===== src/rtl/esa_pkg.sv =====
// ----------------------------------------------------------------------------
// esa_pkg
// shared types and constants of the error statistics accumulator
// ----------------------------------------------------------------------------
`default_nettype none

package esa_pkg;

  localparam int unsigned Channels = 16;
  localparam int unsigned ChW      = 4;
  localparam int unsigned ChIdxW   = (Channels > 1) ? $clog2(Channels) : 1;

  localparam logic [30:0] Max31 = 31'h7fff_ffff;

  // configuration register indexes
  typedef enum logic [0:0] {
    RegAbsLimit = 1'b0,
    RegRelLimit = 1'b1
  } reg_idx_e;

  // divider operand selection
  typedef enum logic [2:0] {
    DivRel    = 3'd0,
    DivAbsAvg = 3'd1,
    DivRelAvg = 3'd2,
    DivAbsVar = 3'd3,
    DivRelVar = 3'd4
  } div_sel_e;

  // controller -> datapath commands
  typedef struct packed {
    logic     load;       // capture input word, form differences
    logic     div_start;  // launch divider
    div_sel_e div_sel;
    logic     rel_fin;    // store relative quotient, compute flags
    logic     abs_upd;    // apply abs welford update after mean division
    logic     rel_upd;
    logic     abs_var;    // store abs variance quotient
    logic     rel_var;
    logic     wr_back;    // write statistics back to channel tables
    logic     out_load;   // load result register
  } esa_cmd_t;

  // datapath -> controller status
  typedef struct packed {
    logic div_done;
    logic rel_valid;
    logic ch_ok;
    logic abs_two;   // abs count >= 2 after update
    logic rel_two;
  } esa_sts_t;

  typedef struct packed {
    logic [ChW-1:0] channel;
    logic [31:0]    model_value;
    logic [31:0]    expected_value;
  } esa_in_t;

  typedef struct packed {
    logic [30:0] abs_difference;
    logic [30:0] rel_difference;
    logic        rel_valid;
    logic        abs_over;
    logic        rel_over;
    logic        mismatch_seen;
    logic [30:0] abs_peak_out;
    logic [30:0] abs_avg_out;
    logic [30:0] abs_spread_out;
    logic [30:0] rel_peak_out;
    logic [30:0] rel_avg_out;
    logic [30:0] rel_spread_out;
  } esa_out_t;

  typedef struct packed {
    logic [0:0]  index;
    logic [31:0] data;
  } esa_cfg_t;

endpackage

`default_nettype wire


===== src/rtl/esa_ctrl.sv =====
// ----------------------------------------------------------------------------
// esa_ctrl
// sequencer for one sample: relative divide, abs and rel mean divides, abs and
// rel variance divides (all but the abs mean divide only when needed),
// write-back, result hand-off
`default_nettype none

module esa_ctrl (
  input  logic              clk_i,
  input  logic              rst_ni,
  input  logic              in_valid_i,
  output logic              in_ready_o,
  output logic              out_valid_o,
  input  logic              out_ready_i,
  output esa_pkg::esa_cmd_t cmd_o,
  input  esa_pkg::esa_sts_t sts_i
);
  import esa_pkg::*;

  typedef enum logic [11:0] {
    SIdle   = 12'b0000_0000_0001,
    SRelGo  = 12'b0000_0000_0010,
    SRelWt  = 12'b0000_0000_0100,
    SAbsGo  = 12'b0000_0000_1000,
    SAbsWt  = 12'b0000_0001_0000,
    SRmGo   = 12'b0000_0010_0000,
    SRmWt   = 12'b0000_0100_0000,
    SAvGo   = 12'b0000_1000_0000,
    SAvWt   = 12'b0001_0000_0000,
    SRvGo   = 12'b0010_0000_0000,
    SRvWt   = 12'b0100_0000_0000,
    SDone   = 12'b1000_0000_0000
  } state_e;

  state_e state_q, state_d;
  logic   ov_q, ov_d;
  logic   accept;

  assign accept     = in_valid_i && in_ready_o;
  // a new word may start while the last result still waits
  assign in_ready_o = (state_q == SIdle);
  assign out_valid_o = ov_q;

  always_comb begin
    state_d = state_q;
    ov_d    = ov_q && !out_ready_i;
    cmd_o   = '0;
    cmd_o.div_sel = DivRel;
    unique case (state_q)
      SIdle: begin
        if (accept) begin
          cmd_o.load = 1'b1;
          state_d    = SRelGo;
        end
      end
      SRelGo: begin
        cmd_o.div_start = sts_i.rel_valid;
        state_d = sts_i.rel_valid ? SRelWt : SAbsGo;
        if (!sts_i.rel_valid) cmd_o.rel_fin = 1'b1;
      end
      SRelWt: begin
        if (sts_i.div_done) begin
          cmd_o.rel_fin = 1'b1;
          state_d = SAbsGo;
        end
      end
      SAbsGo: begin
        cmd_o.div_sel = DivAbsAvg;
        cmd_o.div_start = 1'b1;
        state_d = SAbsWt;
      end
      SAbsWt: begin
        cmd_o.div_sel = DivAbsAvg;
        if (sts_i.div_done) begin
          cmd_o.abs_upd = 1'b1;
          state_d = SRmGo;
        end
      end
      SRmGo: begin
        cmd_o.div_sel = DivRelAvg;
        cmd_o.div_start = sts_i.rel_valid;
        state_d = sts_i.rel_valid ? SRmWt : SAvGo;
      end
      SRmWt: begin
        cmd_o.div_sel = DivRelAvg;
        if (sts_i.div_done) begin
          cmd_o.rel_upd = 1'b1;
          state_d = SAvGo;
        end
      end
      SAvGo: begin
        cmd_o.div_sel = DivAbsVar;
        cmd_o.div_start = sts_i.abs_two;
        state_d = sts_i.abs_two ? SAvWt : SRvGo;
      end
      SAvWt: begin
        cmd_o.div_sel = DivAbsVar;
        if (sts_i.div_done) begin
          cmd_o.abs_var = 1'b1;
          state_d = SRvGo;
        end
      end
      SRvGo: begin
        cmd_o.div_sel = DivRelVar;
        cmd_o.div_start = sts_i.rel_two;
        state_d = sts_i.rel_two ? SRvWt : SDone;
      end
      SRvWt: begin
        cmd_o.div_sel = DivRelVar;
        if (sts_i.div_done) begin
          cmd_o.rel_var = 1'b1;
          state_d = SDone;
        end
      end
      SDone: begin
        // wait until the result register is free
        if (!ov_q || out_ready_i) begin
          cmd_o.wr_back  = 1'b1;
          cmd_o.out_load = 1'b1;
          ov_d    = 1'b1;
          state_d = SIdle;
        end
      end
      default: state_d = SIdle;
    endcase
  end

  always_ff @(posedge clk_i or negedge rst_ni) begin
    if (!rst_ni) begin
      state_q <= SIdle;
      ov_q    <= 1'b0;
    end else begin
      state_q <= state_d;
      ov_q    <= ov_d;
    end
  end

  property p_accept_idle;
    @(posedge clk_i) disable iff (!rst_ni) accept |=> (state_q == SRelGo);
  endproperty
  a_accept_idle: assert property (p_accept_idle) else $error("accept lost");

  property p_load_free;
    @(posedge clk_i) disable iff (!rst_ni) cmd_o.out_load |-> (!ov_q || out_ready_i);
  endproperty
  a_load_free: assert property (p_load_free) else $error("result overwritten");

  property p_done_valid;
    @(posedge clk_i) disable iff (!rst_ni) cmd_o.out_load |=> ov_q;
  endproperty
  a_done_valid: assert property (p_done_valid) else $error("result not shown");

endmodule

`default_nettype wire


===== config.mk =====
export PLATFORM = sky130hd
export DESIGN_NAME = esa_ctrl
export DESIGN_NICKNAME = d
export VERILOG_FILES = /design/src/rtl/esa_pkg.sv /design/src/rtl/esa_ctrl.sv
export SDC_FILE = /design/constraint.sdc
export NUM_CORES = 1
export LEC_CHECK = 0
export BUFFER_PORTS_ARGS = -buffer_cell sky130_fd_sc_hd__buf_4
export CAP_MARGIN = 30
export CORE_MARGIN = 2
export CORE_UTILIZATION = 50
export CTS_CLUSTER_SIZE = 40
export DETAILED_ROUTE_END_ITERATION = 16
export PLACE_DENSITY = 0.77
export SLEW_MARGIN = 20
export SYNTH_ARGS = -nofsm -noshare
export SYNTH_HDL_FRONTEND = slang
export SYNTH_SLANG_ARGS = --single-unit

===== constraint.sdc =====
create_clock -name clk_i -period 4.3 [get_ports clk_i]
set_clock_uncertainty 0.15 [all_clocks]
set_input_delay 0.86 -clock clk_i [delete_from_list [all_inputs] [get_ports clk_i]]
set_output_delay 0.86 -clock clk_i [all_outputs]
set_load 0.02 [all_outputs]

* Yosys cells after proc, flatten, opt, wreduce, memory -nomap -nowiden
Index checks and enable logic that the tools add are counted.
** Storage, ports and cells
- Bits in registers :: 13
- Output and inout port bits :: 14
- Logic and storage cells :: 59
** Cells by class
- Eq/ne operators :: 19
- Muxes and demuxes :: 27
- Reduce and logical (&&, ||, !) cells :: 11
** Operator list (count)
- $pmux 12 s12 :: 1
- $mux 12 :: 8
- $eq 12x1->1 const B :: 1
- $eq 12x10->1 const B :: 1
- $eq 12x11->1 const B :: 1
- $eq 12x12->1 const B :: 1
- $eq 12x2->1 const B :: 1
- $eq 12x3->1 const B :: 1
- $eq 12x4->1 const B :: 1
- $eq 12x5->1 const B :: 1
- $eq 12x6->1 const B :: 1
- $eq 12x7->1 const B :: 1
- $eq 12x8->1 const B :: 1
- $eq 12x9->1 const B :: 1
- $ne 2x2->1 const B :: 6
- $pmux 3 s4 :: 1
- $mux 1 :: 10
- $mux 10 :: 1
- $reduce_or 2->1 :: 5
- $mux 8 :: 1
- $reduce_and 7->1 :: 1
- $mux 2 :: 2
- $mux 4 :: 1
- $pmux 1 s4 :: 1
- 5 further kinds :: 7

* Longest topological paths before layout
- Depth after elaboration :: 4
- Mapped depth :: 6
- Gate-level depth less buffers :: 5

* Worst setup path before layout
Ideal clock, no wire load.
- Kind :: flip-flop to output port
- Start :: register state_q[5]
- End :: output port cmd_o[1] (netlist name)
- Arrival time :: 1.871 ns
- Data required time :: 3.290 ns
- Setup slack :: 1.419 ns
- Stages on the path, launching flop included :: 7
- Buffers on the path :: 2
- Cell sequence :: dfrtp_1 -> buf_6 -> or4_4 -> nor2_8 -> nand3_1 -> nor2_1 -> buf_4
** RTL lines
- start, declared :: RTL line esa_ctrl.sv:35 : state_e state_q, state_d;
- start signal, assigned :: RTL line esa_ctrl.sv:130 : state_q <= SIdle;
- start signal, assigned :: RTL line esa_ctrl.sv:133 : state_q <= state_d;
- end, declared :: RTL line esa_ctrl.sv:15 : output esa_pkg::esa_cmd_t cmd_o,

==> summary.md <==
| Metric | Value |
|---|---|
| Clock transition at path regs | about 90 ps |
| Total DRC errors in the routed layout | 0 |
| Slew Limit Fails | 0 |
| Setup fix buffers added after clock tree synthesis | 0 |
| Average wire per standard cell | between 15 and 20 µm |
| FFs w/ async S/R, synth | 100% |
| Count of input and output buffers | 21 |
| Top-level I/O count | 23 |
| Worst max-slew margin expressed relative to the limit | about 65% |
| GRT Total Usage | 20.5% |
| Die outline width | between 40 and 50 µm |
| Number of antenna violations at the first check in global routing | 0 |
| Switching component of the power | 0.224 mW |
| Net Count, Synth | 118 |
| Avg Synthesized Cell Area | about 9.5 µm² |
| Core area | about 0.0020 mm² |
| Wire length of the first global-routing pass | 3.79 mm |
| Post-layout min period | approximately 3300 ps |
| Portion of the post-synthesis area used by sequential elements | 31.6% |
| Antenna diode count | 0 |
| Maximum number of pins on one net before global-route repair | 17 |
| Placement Cell Area | roughly 0.0012 mm² |
| Register bit total from synthesis | 13 |
| Die area | between 0.002 and 0.0025 mm² |
| Netlist area before placement | ~0.0010 mm² |
| Power density normalized to cell area | 433 mW/mm² |
| Routability-driven placement congestion ratio | approximately 0.87 |
| Count of flip-flops with a built-in enable after synthesis | 0 |
| Most frequent standard cell in the layout excluding fill and tap cells | buf_4 |
| Height of the die | 49.5 µm |
| CTS tree | built |
| Clock latency at the later pin of the worst-skew pair | ~290 ps |
| Total power | 0.511 mW |
| Endpoint arrival time on the critical path | between 2000 and 2500 ps |
| Initial Utilization | between 50% and 60% |
| Post-route clock period utilization | approximately 77% |
| Synthesis warning total | 0 |
| TritonCTS Buffers | 3 |
| Commonest register cell after synthesis | dfrtp_1 |
| Synth-to-Final Area Change | 13.9% |
| CTS root buf | clkbuf_4 |
| Clk network pwr share | approximately 16% |
| H-tree depth reported by CTS | 1 |
| Final-report setup violation count | 0 |
| Max-capacitance violation count | 0 |
| CTS resizes | 0 |
| Via density per instance | approximately 6.0 |
| Number of instances in the synthesized netlist | ~110 |
| Classification of the worst-slack hold path | input port to async pin |
| Maximum operating frequency | roughly 300 MHz |
| Worst-case setup slack after placement | around 1400 ps |
| Unrepaired setup endpoints after global routing | false |
| Total overflow reported by the global router | 0 |
| Via count of the first global-routing pass | ~830 |
| Crit path required time | ~3300 ps |
| Design internal power | around 0.29 mW |
| Sw frac | between 40 and 50% |
| Proportion of power drawn by combinational gates | around half |
| Peak ir drop on the vdd network | between 0.3 and 0.4 mV |
| Final sum of negative setup slack | 0 ps |
| Final worst slack | 999 ps |
| Number of core rows | 16 |
| Startpoint type of the worst setup path | register |
| CTS Hold Buffers Added | 0 |
| Number of nets in the final layout | between 100 and 150 |
| Commonest cells after routing, fill and taps aside | 21 x buf_4, 12 x dfrtp_1, 9 x nor2_1 |
| DRC marker count from the first detailed-route iteration | 27 |
| Count of different cell masters after synthesis | 44 |
| Maximum root-to-sink buffer count | 2 |
| Critical path's largest stage delay | around 520 ps |
| Routed WL | 2.30 mm |
| Ratio of cells with drive above 1 in the final layout | approximately a third |
| Number of hold-slack violations in the final timing report | 0 |
| Sequential share of power | between 30 and 40% |
| 1st-pass router iterations | 4 |
| Top fanout value on the critical path | 10 |
| Total via count in the routed design | slightly above 900 |
| Critical path start-end classification | register to primary output |
| Layout Cell Area excl Fill | around 0.0012 mm² |
| Transition time at the pin with the least slew margin | between 500 and 600 ps |
| Core utilization of the finished layout | 60.1% |
| Endpoint type of the worst setup path | primary output |
| Leak pwr | between 0.5 and 0.6 nW |
| Antenna-violating nets left | 0 |
| Critical-path cell list | nor4_2 -> nand2_2 -> or4_4 -> o22ai_1 -> buf_4 |
| Outcome | complete, no violations |
| Total half-perimeter wirelength after legalization and detailed placement | about 1.7 mm |
| Slowest cell on the critical path | dfrtp_1 |
| Sinks on the clock net | 13 |
-- state kept, by name, indices dropped and copies added (netlist names) --
signal,cells
state_q,12
out_valid_o,1
-- power by group through the flow --
stage | registers, mW | logic, mW | clock network (mW)
finish | 0.166 | 0.264 | 0.0812
global route | 0.169 | 0.288 | 0.0872
CTS | 0.166 | 0.266 | 0.0817
global placement | 0.167 | 0.262 | 0
floorplan | 0.155 | 0.212 | 0
detailed placement | 0.168 | 0.263 | 0
-- path summary, 6_finish.rpt --
path,start,to,slack [ps],cells past startpoint
worst max register to register,state_q[6],state_q[0],2160,5
worst min-delay path,rst_ni,state_q[6],240,1
worst max-delay path,state_q[8],cmd_o[6],1000,5
max in group asynchronous,rst_ni,state_q[0],3510,1
worst min register to register,state_q[3],state_q[3],550,2
min in group clk_i,state_q[3],state_q[3],550,2
-- critical path, delay by kind of cell, from the launching register on --
kind | cells | cell delay (ps)
buffers and inverters | 1 | 160
AOI/OAI and AO/OA | 1 | 160
DFF | 1 | 520
and+or+nand+nor | 3 | 1150
-- through the flow --
stage / std cells / hold WS (ps)
after floorplan: 109 / 414
after global placement: 149 / 517
after detailed placement: 149 / 539
after CTS: 153 / 250
after global routing: 153 / 250
final: 153 / 243
-- per-layer routing --
layer / up-vias / track usage (%) / routed length (µm) / part of all wire [%]
li1: 443 / - / - / -
met3: 5 / 2.73 / 134 / 5.8
met2: 38 / 33.1 / 1120 / 49
met4: 0 / 8.80 / 41 / 1.8
met5: - / 0 / 0 / 0
met1: 438 / 27.5 / 1010 / 44
-- cells in the mapped netlist, types with 2 or more instances --
cell type | instances | area share, %
nor3_1 | 5 | 2.4
xor2_1 | 3 | 2.5
nand2b_1 | 3 | 1.8
nand3_1 | 8 | 3.9
nand2_1 | 4 | 1.5
and2_1 | 2 | 1.2
buf_6 | 5 | 5.4
a21o_1 | 2 | 1.5
inv_1 | 3 | 1.1
dfrtp_1 | 12 | 29
nor2b_1 | 2 | 1.2
or4_4 | 4 | 4.4
a21oi_1 | 2 | 0.97
o21ai_0 | 5 | 2.4
nand4_1 | 4 | 2.4
nand4b_1 | 2 | 1.7
buf_4 | 2 | 1.5
o22ai_1 | 3 | 1.8
nor3b_1 | 3 | 2.2
nor2_1 | 9 | 3.3
nor4_1 | 3 | 1.8
-- cell families after synthesis --
| family | after synthesis | share of synthesized area, % |
|---|---|---|
| DFF | 13 | 31.6 |
| xor gates and xnor gates | 4 | 3.39 |
| buffers and inverters | 11 | 8.34 |
| muxes | 1 | 0.967 |
| AOI/OAI and AO/OA | 20 | 14.0 |
| and+or+nand+nor | 60 | 41.7 |
-- area by class of cell --
| cell class | instances | area, µm² |
|---|---|---|
| fillers | 206 | 783 |
| well taps | 27 | 33.8 |
| inverters | 3 | 11.3 |
| clock inverters | 1 | 5.00 |
| multi-input cells | 85 | 622 |
| flip-flops and latches | 13 | 327 |
| clock buffers | 3 | 22.5 |
| repair buffers | 21 | 158 |
Note: power is estimated with default switching activity, not from simulation.
